`config.mk`:
```
export PLATFORM = sky130hd
export DESIGN_NAME = vpp_screen
export DESIGN_NICKNAME = d
export VERILOG_FILES = /design/src/vpp_pkg.sv /design/src/vpp_screen.sv
export SDC_FILE = /design/constraint.sdc
export NUM_CORES = 1
export LEC_CHECK = 0
export ABC_AREA = 0
export BUFFER_PORTS_ARGS = -buffer_cell sky130_fd_sc_hd__buf_2
export CORE_MARGIN = 2
export CORE_UTILIZATION = 55
export CTS_BUF_LIST = sky130_fd_sc_hd__clkbuf_16
export CTS_CLUSTER_DIAMETER = 30
export DETAILED_ROUTE_END_ITERATION = 16
export GPL_ROUTABILITY_DRIVEN = 0
export PLACE_DENSITY = 0.91
export SYNTH_ARGS = -nofsm -noshare
export SYNTH_HDL_FRONTEND = slang
export SYNTH_SLANG_ARGS = --single-unit
```
`constraint.sdc`:
```
create_clock -name clock -period 7.8 [get_ports clock]
set_input_delay 1.17 -clock clock [delete_from_list [all_inputs] [get_ports clock]]
set_output_delay 1.17 -clock clock [all_outputs]
set_load 0.05 [all_outputs]
```
`src/vpp_pkg.sv`:
```
// vpp_pkg: shared types, constants and the divider step for the projection unit
// no dependencies
package vpp_pkg;

   localparam int WordCount = 12;
   localparam int TransBase = 9;
   localparam int DivSteps  = 32;
   localparam int DvsW      = 23;

   localparam logic signed [31:0] ScreenW  = 32'sd320;
   localparam logic signed [31:0] ScreenH  = 32'sd200;
   localparam logic signed [31:0] GuardXLo = -32'sd40;
   localparam logic signed [31:0] GuardXHi = 32'sd360;
   localparam logic signed [31:0] GuardYLo = -32'sd100;
   localparam logic signed [31:0] GuardYHi = 32'sd300;
   localparam logic signed [9:0]  ClampXLo = -10'sd39;
   localparam logic signed [9:0]  ClampXHi = 10'sd359;
   localparam logic signed [9:0]  ClampYLo = -10'sd99;
   localparam logic signed [9:0]  ClampYHi = 10'sd299;

   localparam logic [15:0] CenterXReset = 16'd160;
   localparam logic [15:0] CenterYReset = 16'd100;

   typedef enum logic {
      FUNC_LOAD   = 1'b0,
      FUNC_VERTEX = 1'b1
   } func_type;

   typedef enum logic [1:0] {
      CSR_CENTER_X = 2'd0,
      CSR_CENTER_Y = 2'd1
   } csr_index_type;

   // side data that rides along with the quotient lanes
   typedef struct packed {
      logic            behind;
      logic [23:0]     depth;
      logic            neg_x;
      logic            neg_y;
      logic [DvsW-1:0] dvs;
   } div_ctl_type;

   // partial remainder and dividend bits shifting out / quotient bits shifting in
   typedef struct packed {
      logic [DvsW-1:0] rem;
      logic [31:0]     nq;
   } div_lane_type;

   function automatic div_lane_type div_step(div_lane_type a, logic [DvsW-1:0] d);
      logic [DvsW:0]   t;
      logic [DvsW+1:0] diff;
      div_lane_type    r;
      t    = {a.rem, a.nq[31]};
      diff = {1'b0, t} - {2'b00, d};
      if (diff[DvsW+1]) begin
         r.rem = t[DvsW-1:0];
         r.nq  = {a.nq[30:0], 1'b0};
      end else begin
         r.rem = diff[DvsW-1:0];
         r.nq  = {a.nq[30:0], 1'b1};
      end
      return r;
   endfunction

endpackage

```
`src/vpp_screen.sv`:
```
// vpp_screen: quotient sign, screen center, clip bits, clamp and result register
// depends on vpp_pkg
module vpp_screen (
   input  logic                 clock,
   input  logic                 reset,
   input  logic                 adv,
   input  logic                 in_valid,
   input  vpp_pkg::div_ctl_type in_ctl,
   input  logic [31:0]          in_q_x,
   input  logic [31:0]          in_q_y,
   input  logic [15:0]          center_x,
   input  logic [15:0]          center_y,
   output logic                 out_valid,
   output logic [23:0]          out_depth,
   output logic [9:0]           out_pix_x,
   output logic [9:0]           out_pix_y,
   output logic [3:0]           out_edge_flags,
   output logic                 out_behind_eye
);
   import vpp_pkg::*;

   logic signed [31:0] px, py;
   logic [9:0]  sx_in, sy_in, sx_ff, sy_ff;
   logic [3:0]  fl_in, fl_ff;
   logic [23:0] dep_ff;
   logic        be_ff, v_ff;

   always_comb begin
      px = (in_ctl.neg_x ? (32'd0 - in_q_x) : in_q_x) + {{16{center_x[15]}}, center_x};
      py = {{16{center_y[15]}}, center_y} - (in_ctl.neg_y ? (32'd0 - in_q_y) : in_q_y);
      fl_in = {py >= ScreenH, py < 0, px >= ScreenW, px < 0};
      if (px <= GuardXLo)      sx_in = ClampXLo;
      else if (px >= GuardXHi) sx_in = ClampXHi;
      else                     sx_in = px[9:0];
      if (py <= GuardYLo)      sy_in = ClampYLo;
      else if (py >= GuardYHi) sy_in = ClampYHi;
      else                     sy_in = py[9:0];
      if (in_ctl.behind) begin
         sx_in = '0;
         sy_in = '0;
         fl_in = '0;
      end
   end

   always_ff @(posedge clock) begin
      if (reset) begin
         v_ff <= 1'b0;
      end else if (adv) begin
         v_ff <= in_valid;
      end
   end

   always_ff @(posedge clock) begin
      if (adv) begin
         sx_ff  <= sx_in;
         sy_ff  <= sy_in;
         fl_ff  <= fl_in;
         dep_ff <= in_ctl.depth;
         be_ff  <= in_ctl.behind;
      end
   end

   assign out_valid      = v_ff;
   assign out_depth      = dep_ff;
   assign out_pix_x      = sx_ff;
   assign out_pix_y      = sy_ff;
   assign out_edge_flags = fl_ff;
   assign out_behind_eye = be_ff;

endmodule

```
==> out/metrics.cfg, run 1 <==
[floorplanning]
die_w_um=120
die-height_um=120
initial_core_util=0.562
row_count=42
core_mm2=0.0132
num_io_pins=200
die-area_mm2=0.0144

[clock_tree]
cts_root_buf=clkbuf_16
tritoncts=done
cts_setup_buffers=0
ctsHoldBuffers=0
clk_path_buf_depth=2
cts-buffers-inserted=5
clk-insertion-delay-late_ns=0.28
cts_resized=0
htreeDepth=2
clkTransAtPathRegs_ns=0.07
cts_num_sinks=50

[timing]
worst_slew_pin_slew_ns=1.10
rsz0062_at_grt=false
relSlewSlack=0.264
timing.final.ws_setup_ns=0.972
hold_slack_ns=0.510
tns_ns=0
min_period_ns=6.83
fmaxAchievable_mhz=146
slew_violations=0
hold_viol_final=0
setup_viol=0
layout_worst_path_cycle_share=0.875
fin_skew_ns=0

[drt]
wirelength_um=19800
dr.pass1.iters=6
vias=7907
drtIter0Drc=679
ant_nets=0
drc=0
wl_per_cell_um=15.6
viasPerCell=6.25

[synth]
synth_seq_area_share=0.201
synth_seq_cells=50
synth.top_cell.area_share=0.199
postSynth.asyncResetShare=0
synth_edf_count=49
synth_fp_nets=1150
synth.cell_area_mm2=0.00741
synthCells=932
avgSynthCellArea_um2=7.95
synth_area_leaders=edfxtp_1 20%, ha_1 11%, xnor2_1 6.1%
synthDistinctLibCells=76
yosysWarnings=0
netlist.top_cell.by_area=edfxtp_1
synth_flop_cell=edfxtp_1

[layout]
final_cell_mix=176 x buf_2, 92 x nand2_1, 83 x a21oi_1
fin_area_mm2=0.00856
fin_nets=1304
areaGrowthSynthToFinish_pct=15.5
final_common_cell=buf_2
drive_above_1_share=0.188

[grt]
grt_overflow=0
grt_max_degree=51
antenna_found_initial=3
grt_pass1_vias=7256
grt_pass1_wl_um=32600
grt_usage=0.266

[placed_design]
io_buffers=176
dp_hpwl_um=16100
placed_cell_area_mm2=0.00841
place_ws_ns=0.696

[power]
powerDensity_mw_per_mm2=168
irDropWorstVdd_mv=0.106
power.total_uw=1440
leakage_uw=0.00348

[hold_path]
hp-class=flip-flop to flip-flop
worstHoldStart=out_valid

[worst_setup_path]
critPathKind=primary input to flip-flop
r2r_start=out_valid
rr_endpoint=out_valid
cp-startpoint=in_q_x[0]
worstPathArrival_ns=6.87
worstPathRequired_ns=7.84
crit_fanout=11
end_kind=flip-flop
setup.worst_path.end=out_pix_x[3]
start_kind=primary input
rrSetupSlack_ns=7.20
reg2reg_depth=2

[flow_run]
cap_violations=0

[status]
outcome=finished, final reports clean

[how the worst min path moves through the flow]
| stage | to | depth (start not counted) | slack, ns |
|---|---|---|---|
| 3_5_place_dp | out_valid | 2 | 0.50 |
| 2_1_floorplan | out_valid | 2 | 0.73 |
| 5_1_grt | out_valid | 2 | 0.53 |
| 3_3_place_gp | out_valid | 2 | 0.48 |
| 6_report | out_valid | 2 | 0.51 |
| 4_1_cts | out_valid | 2 | 0.51 |
[kinds of logic after synthesis]
| family | count (synthesis) | synth area share |
|---|---|---|
| AOI/OAI and AO/OA | 322 | 0.288 |
| and+or+nand+nor | 322 | 0.228 |
| xor gates and xnor gates | 105 | 0.127 |
| adders and majority gates | 68 | 0.117 |
| buffers and inverters | 58 | 0.0296 |
| DFF | 50 | 0.201 |
| muxes | 7 | 0.00963 |
[registers in the layout, indices dropped and copies added (netlist names)]
register,cells
out_depth,24
out_pix_x,10
out_pix_y,10
out_edge_flags,4
out_behind_eye,1
out_valid,1
[critical path, stage by stage]
cell and delay (ns):
buf_2 0.11, inv_1 0.07, ha_1 0.16, nand2_1 0.09, or4_1 0.44, or4_1 0.43, or2_1 0.29, nand2b_1 0.18
or2_2 0.32, or4_1 0.54, o21ai_0 0.23, xnor2_1 0.15, ha_1 0.36, a21o_1 0.27, o32a_1 0.37, or4_1 0.43
nand3_1 0.13, nand4b_1 0.11, nor4_1 0.19, nand4_1 0.28, or2_2 0.35, a32o_1 0.21
[area by class of cell]
type,count,area [µm²]
multi-input combinational,824,5700
fill,1133,4630
sequential,50,1490
timing repair buffer,178,896
tap,176,220
clock buffer,5,125
inverter,27,101
clock inverter,3,17.5
antenna,3,7.51
[layer usage]
layer	routed length [µm]	GRT usage	vias to the layer above
li1	-	-	3914
met1	8420	0.335	3639
met2	9720	0.476	325
met3	1290	0.0333	29
met4	368	0.0757	0
met5	0	0	-
[cells in the mapped netlist (all sizes together) (11+ instances only)]
cell    instances
o211ai         11
a21oi          83
nor3           15
nand4          24
ha             66
nand2          92
edfxtp         49
nand3          22
xor2           52
clkbuf         28
or3            11
inv            27
a211oi         15
nor4           16
o31ai          22
a21o           18
nor2           66
or4            19
xnor2          53
o21ai          74
[report_power, final]
part	switching (µW)	internal (µW)
Clock	89.1	118
Sequential	7.42	332
Combinational	573	316
[through the flow]
stage / std cells / utilization
2_1_floorplan: 932 / -
3_3_place_gp: 1255 / 0.637
3_5_place_dp: 1255 / 0.637
4_1_cts: 1263 / 0.648
5_1_grt: 1265 / 0.648
6_report: 1266 / 0.649
(Power assumes the default switching activity.)
==> run 2: changes to the inputs <==
--- a/config.mk
+++ b/config.mk
@@ -6,14 +6,14 @@
 export NUM_CORES = 1
 export LEC_CHECK = 0
 export ABC_AREA = 0
-export BUFFER_PORTS_ARGS = -buffer_cell sky130_fd_sc_hd__buf_2
+export BUFFER_PORTS_ARGS = -buffer_cell sky130_fd_sc_hd__clkbuf_2
 export CORE_MARGIN = 2
-export CORE_UTILIZATION = 55
+export CORE_UTILIZATION = 59
 export CTS_BUF_LIST = sky130_fd_sc_hd__clkbuf_16
 export CTS_CLUSTER_DIAMETER = 30
 export DETAILED_ROUTE_END_ITERATION = 16
 export GPL_ROUTABILITY_DRIVEN = 0
-export PLACE_DENSITY = 0.91
+export PLACE_DENSITY = 0.95
 export SYNTH_ARGS = -nofsm -noshare
 export SYNTH_HDL_FRONTEND = slang
 export SYNTH_SLANG_ARGS = --single-unit
==> constraint.sdc (replaced) <==
create_clock -name clock -period 8.47 [get_ports clock]
set_input_delay 1.2705 -clock clock [delete_from_list [all_inputs] [get_ports clock]]
set_output_delay 1.2705 -clock clock [all_outputs]
set_load 0.05 [all_outputs]
==> run 2 against run 1 <==
Effect of this change:
- flip-flop and latch count stayed put
- sequential power fell by 7.7%
- via count is 0.44% higher
- non-clock buffer count unchanged
- register-to-register slack better by 0.65 ns
- worst setup slack improved by 0.49 ns
- largest power group unchanged
- highest routed layer unchanged
==> out/metrics.cfg, run 2 (same netlist as run 1, synthesis figures left out) <==
[hold_path]
min_path_cells=2
hp-class=flip-flop to flip-flop
whs_endpoint=out_valid
worstHoldStart=out_valid

[floorplanning]
row_count=40
num_io_pins=200
core_mm2=0.0121
die-height_um=116
die_w_um=116
initial_core_util=0.612
die-area_mm2=0.0135

[timing]
setup_viol=0
rsz0062_at_grt=false
hold_slack_ns=0.519
fmaxAchievable_mhz=143
worst_slew_pin_slew_ns=1.15
fin_skew_ns=0
slew_violations=0
layout_worst_path_cycle_share=0.827
relSlewSlack=0.231
tns_ns=0
hold_viol_final=0
min_period_ns=7.01

[power]
leakage_uw=0.00353
irDropWorstVdd_mv=0.100
power.total_uw=1340
powerDensity_mw_per_mm2=157

[placed_design]
placed_cells=1247
dp_hpwl_um=16200
io_buffers=176

[drt]
wirelength_um=19600
vias=7942
wl_per_cell_um=15.6
dr.pass1.iters=5
drc=0
viasPerCell=6.33
drtIter0Drc=538
ant_nets=0

[worst_setup_path]
worstPathRequired_ns=8.50
start_kind=primary input
reg2reg_depth=2
r2r_start=out_valid
end_kind=flip-flop
crit_fanout=11
worstPathArrival_ns=7.04
critPathKind=primary input to flip-flop
rrSetupSlack_ns=7.85
rr_endpoint=out_valid

[clock_tree]
clkTransAtPathRegs_ns=0.06
htreeDepth=2
clk_path_buf_depth=2
tritoncts=done
cts-buffers-inserted=5
ctsHoldBuffers=0
cts_root_buf=clkbuf_16
cts_setup_buffers=0
cts_num_sinks=50
clk-insertion-delay-late_ns=0.27
cts_resized=0

[layout]
drive_above_1_share=0.187
fillers=1023
final_cell_mix=176 x clkbuf_2, 92 x nand2_1, 83 x a21oi_1
fin_cells=1255
fin_nets=1304
antenna_cells=0
final_common_cell=clkbuf_2
areaGrowthSynthToFinish_pct=15.5
largest_register_ffs=24

[grt]
grt_max_degree=51
grt_pass1_wl_um=31500
grt_overflow=0
antenna_found_initial=0
grt_usage=0.278
grt_pass1_vias=7149

[status]
outcome=finished, final reports clean

[flow_run]
cap_violations=0

[run 2: cell types whose count changed in the layout (fill, tap and decap cells not counted), sizes merged]
| cell | delta |
|---|---|
| clkinv | -1 |
| diode | -3 |
| bufinv | +1 |
| clkbuf | +176 |
| buf | -176 |
[run 2: per-stage QoR]
step | worst slack, ns | utilization | area [µm²]
after floorplan | 1.76 | - | 7410
after global placement | 1.38 | 0.693 | 8400
after detailed placement | 1.25 | 0.693 | 8400
after CTS | 1.53 | 0.707 | 8560
after global routing | 0.909 | 0.707 | 8560
final | 1.46 | 0.707 | 8560
[run 2: how the worst max path moves through the flow]
stage                from            to  slack, ns  depth (start not counted)
6_report        in_q_x[0]  out_pix_x[3]       1.46                         22
5_1_grt        in_q_y[11]  out_pix_y[4]       0.91                         17
2_1_floorplan   in_q_x[1]  out_pix_x[0]       1.76                         21
3_5_place_dp    in_q_x[0]  out_pix_x[3]       1.25                         22
4_1_cts         in_q_x[0]  out_pix_x[3]       1.53                         22
3_3_place_gp    in_q_x[0]  out_pix_x[3]       1.38                         22
[run 2: area by class of cell]
class / instances / area (µm²) / area share
Inverter: 27 / 101 / 0.0118
Multi-Input combinational cell: 824 / 5700 / 0.666
Timing Repair Buffer: 178 / 896 / 0.105
Clock buffer: 5 / 125 / 0.0146
Clock inverter: 3 / 37.5 / 0.00439
Tap cell: 168 / 210 / 0.0246
Sequential cell: 50 / 1490 / 0.174
[run 2: worst max-delay path, cell delays in order]
cell,delay (ns)
clkbuf_2,0.12
inv_1,0.08
ha_1,0.16
nand2_1,0.08
or4_1,0.43
or4_1,0.43
or2_1,0.29
nand2b_1,0.18
or2_2,0.31
or4_1,0.51
o21ai_0,0.22
xnor2_1,0.16
ha_1,0.38
a21o_1,0.28
o32a_1,0.38
or4_1,0.43
nand3_1,0.13
nand4b_1,0.12
nor4_1,0.23
nand4_1,0.27
or2_2,0.35
a32o_1,0.21
[run 2: routing by layer]
metal | vias up | track usage | part of all wire
met4 | 0 | 0.0659 | 0.020
met5 | - | 0 | 0
li1 | 3912 | - | -
met1 | 3648 | 0.339 | 0.41
met2 | 340 | 0.524 | 0.51
met3 | 42 | 0.0267 | 0.065
[run 2: where the power goes]
part	leakage, µW	internal, µW	switching, µW
combinational	0.00296	290	532
clock	0.0000864	137	70.2
sequential	0.000485	306	7.01
total	0.00353	733	609
==> run 3: changes to the inputs <==
--- a/config.mk
+++ b/config.mk
@@ -5,15 +5,15 @@
 export SDC_FILE = /design/constraint.sdc
 export NUM_CORES = 1
 export LEC_CHECK = 0
-export ABC_AREA = 0
+export ABC_AREA = 1
 export BUFFER_PORTS_ARGS = -buffer_cell sky130_fd_sc_hd__clkbuf_2
 export CORE_MARGIN = 2
-export CORE_UTILIZATION = 59
+export CORE_UTILIZATION = 52
 export CTS_BUF_LIST = sky130_fd_sc_hd__clkbuf_16
 export CTS_CLUSTER_DIAMETER = 30
 export DETAILED_ROUTE_END_ITERATION = 16
 export GPL_ROUTABILITY_DRIVEN = 0
-export PLACE_DENSITY = 0.95
+export PLACE_DENSITY = 0.88
 export SYNTH_ARGS = -nofsm -noshare
 export SYNTH_HDL_FRONTEND = slang
 export SYNTH_SLANG_ARGS = --single-unit
==> constraint.sdc (replaced) <==
create_clock -name clock -period 6.2 [get_ports clock]
set_input_delay 0.93 -clock clock [delete_from_list [all_inputs] [get_ports clock]]
set_output_delay 0.93 -clock clock [all_outputs]
set_load 0.05 [all_outputs]
==> run 3 against run 2 <==
Effect of this change:
- clock skew is the same
- combinational power grew 64%
- clock-buffer cell count is the same
- critical path depth grew 4
- hold slack gained 0.021 ns
- worst setup slack lost 0.32 ns
- non-clock buffer count shrank 2
- wire length grew 32%
- total power grew 52%
- synthesized cell count grew 82%
- first-iteration DRC count grew 34%
- largest power group unchanged
- highest routed layer unchanged
==> out/metrics.cfg, run 3 <==
[worst_setup_path]
crit_fanout=4
end_kind=flip-flop
worstPathRequired_ns=6.22
worstPathArrival_ns=5.08
rrSetupSlack_ns=5.58
slowest_stage=nor4_1
max_stage_delay_ns=0.46
start_kind=primary input
cp_top_family=simple AND/OR/NAND/NOR gates
crit_top_cell=nand2_1
crit_buf_inv=3
critPathKind=primary input to flip-flop

[clock_tree]
htreeDepth=2
cts_setup_buffers=0
clk_path_buf_depth=2
clk-insertion-delay-late_ns=0.28
tritoncts=done
clkTransAtPathRegs_ns=0.07
cts_root_buf=clkbuf_16
ctsHoldBuffers=0
cts_resized=0
cts-buffers-inserted=5
cts_num_sinks=50

[layout]
final_common_cell=nand2_1
post-route-util=0.597
final_cell_mix=617 x nand2_1, 316 x inv_1, 217 x nor2_1
fin_nets=2088
areaGrowthSynthToFinish_pct=13.7
fin_cells=2100
largest_register_ffs=24
drive_above_1_share=0.134
antenna_cells=0

[synth]
synth_fp_nets=1912
yosysWarnings=0
netlist.top_cell.by_area=nand2_1
synthAdderAreaFrac=0.0924
synth-compound-area-share=0.0581
yosys-top-cells-count=617 x nand2_1, 315 x inv_1, 217 x nor2_1, 118 x nand3_1, 66 x ha_1
synth_edf_count=49
synthDistinctLibCells=42
synth_area_leaders=nand2_1 25%, edfxtp_1 16%, inv_1 13%
synth_flop_cell=edfxtp_1
synth_top_family_by_area=simple AND/OR/NAND/NOR gates
synth-xor-area-share=0.0741
synth.top_cell.area_share=0.247
synth.cell_area_mm2=0.00937
synthSimpleGateAreaFrac=0.482
synth_seq_area_share=0.159
synth.area.mux_share=0.00107
synth_seq_cells=50
postSynth.asyncResetShare=0
synthCells=1694
yosysMostFrequentCell=nand2_1
avgSynthCellArea_um2=5.53

[power]
power.total_uw=2040
irDropWorstVdd_mv=0.163
leakage_uw=0.00622
powerDensity_mw_per_mm2=191

[floorplanning]
die-area_mm2=0.0191
row_count=49
die_w_um=138
die-height_um=138
num_io_pins=200
core_mm2=0.0178
initial_core_util=0.525

[timing]
worst_slew_pin_slew_ns=1.18
fmaxAchievable_mhz=198
fin_skew_ns=0
setup_viol=0
min_period_ns=5.05
timing.final.ws_setup_ns=1.15
rsz0062_at_grt=false
tns_ns=0
layout_worst_path_cycle_share=0.815
hold_viol_final=0
slew_violations=0
relSlewSlack=0.214

[flow_run]
cap_violations=0

[hold_path]
hp-class=flip-flop to flip-flop

[drt]
wirelength_um=25700
drtIter0Drc=722
vias=10894
drc=0
dr.pass1.iters=5
ant_nets=0
wl_per_cell_um=12.3
viasPerCell=5.19

[grt]
antenna_found_initial=0
grt_pass1_wl_um=43100
grt_max_degree=51
grt_pass1_vias=9973
grt_overflow=0
grt_usage=0.260

[status]
outcome=finished, final reports clean

[placed_design]
dp_hpwl_um=22400
io_buffers=176
placed_cells=2092
place_ws_ns=0.907

==> run 3: worst paths after layout <==
path,from,end,depth (start not counted)
hold reg to reg,out_valid,out_valid,2
setup reg to reg,out_valid,out_valid,2
setup / recovery,in_q_y[1],out_pix_y[3],26
hold / removal,out_valid,out_valid,2
==> run 3: area by class of cell <==
class,instances,area [µm²]
fillers,1747,7180
multi-input cells,1312,6640
flip-flops and latches,50,1490
inverters,325,1220
repair buffers,176,881
well taps,229,287
clock buffers,5,125
clock inverters,3,17.5
==> run 3: worst register-to-register path, delay by kind of cell, from the launching register on <==
kind / cells / cell delay, ns
flip-flops: 1 / 0.31
multiplexers: 1 / 0.13
AND/OR/NAND/NOR: 1 / 0.07
==> run 3: kinds of logic after synthesis <==
logic type,after synthesis
flip-flops,50
adder cells (fa/ha/maj),68
buffers and inverters,332
AO/OA/AOI/OAI,96
multiplexers,1
AND/OR/NAND/NOR,1072
XOR/XNOR,75
==> run 3: report_power, final <==
group	total [µW]	internal [µW]	switching [µW]	leakage (µW)
Combinational	1350	417	936	0.00566
Clock	258	149	109	0.0000754
Sequential	428	418	10.5	0.000485
==> run 3: layer usage <==
layer / track usage / vias to the layer above / part of all wire
li1: - / 5586 / -
met1: 0.326 / 4778 / 0.42
met2: 0.469 / 444 / 0.48
met3: 0.0194 / 86 / 0.060
met4: 0.0945 / 0 / 0.040
met5: 0 / - / 0
==> run 3: metrics by stage <==
stage	hold WS [ns]	instance area (µm²)
2_1_floorplan	0.733	9370
3_3_place_gp	0.477	10500
3_5_place_dp	0.529	10500
4_1_cts	0.546	10700
5_1_grt	0.585	10700
6_report	0.540	10700
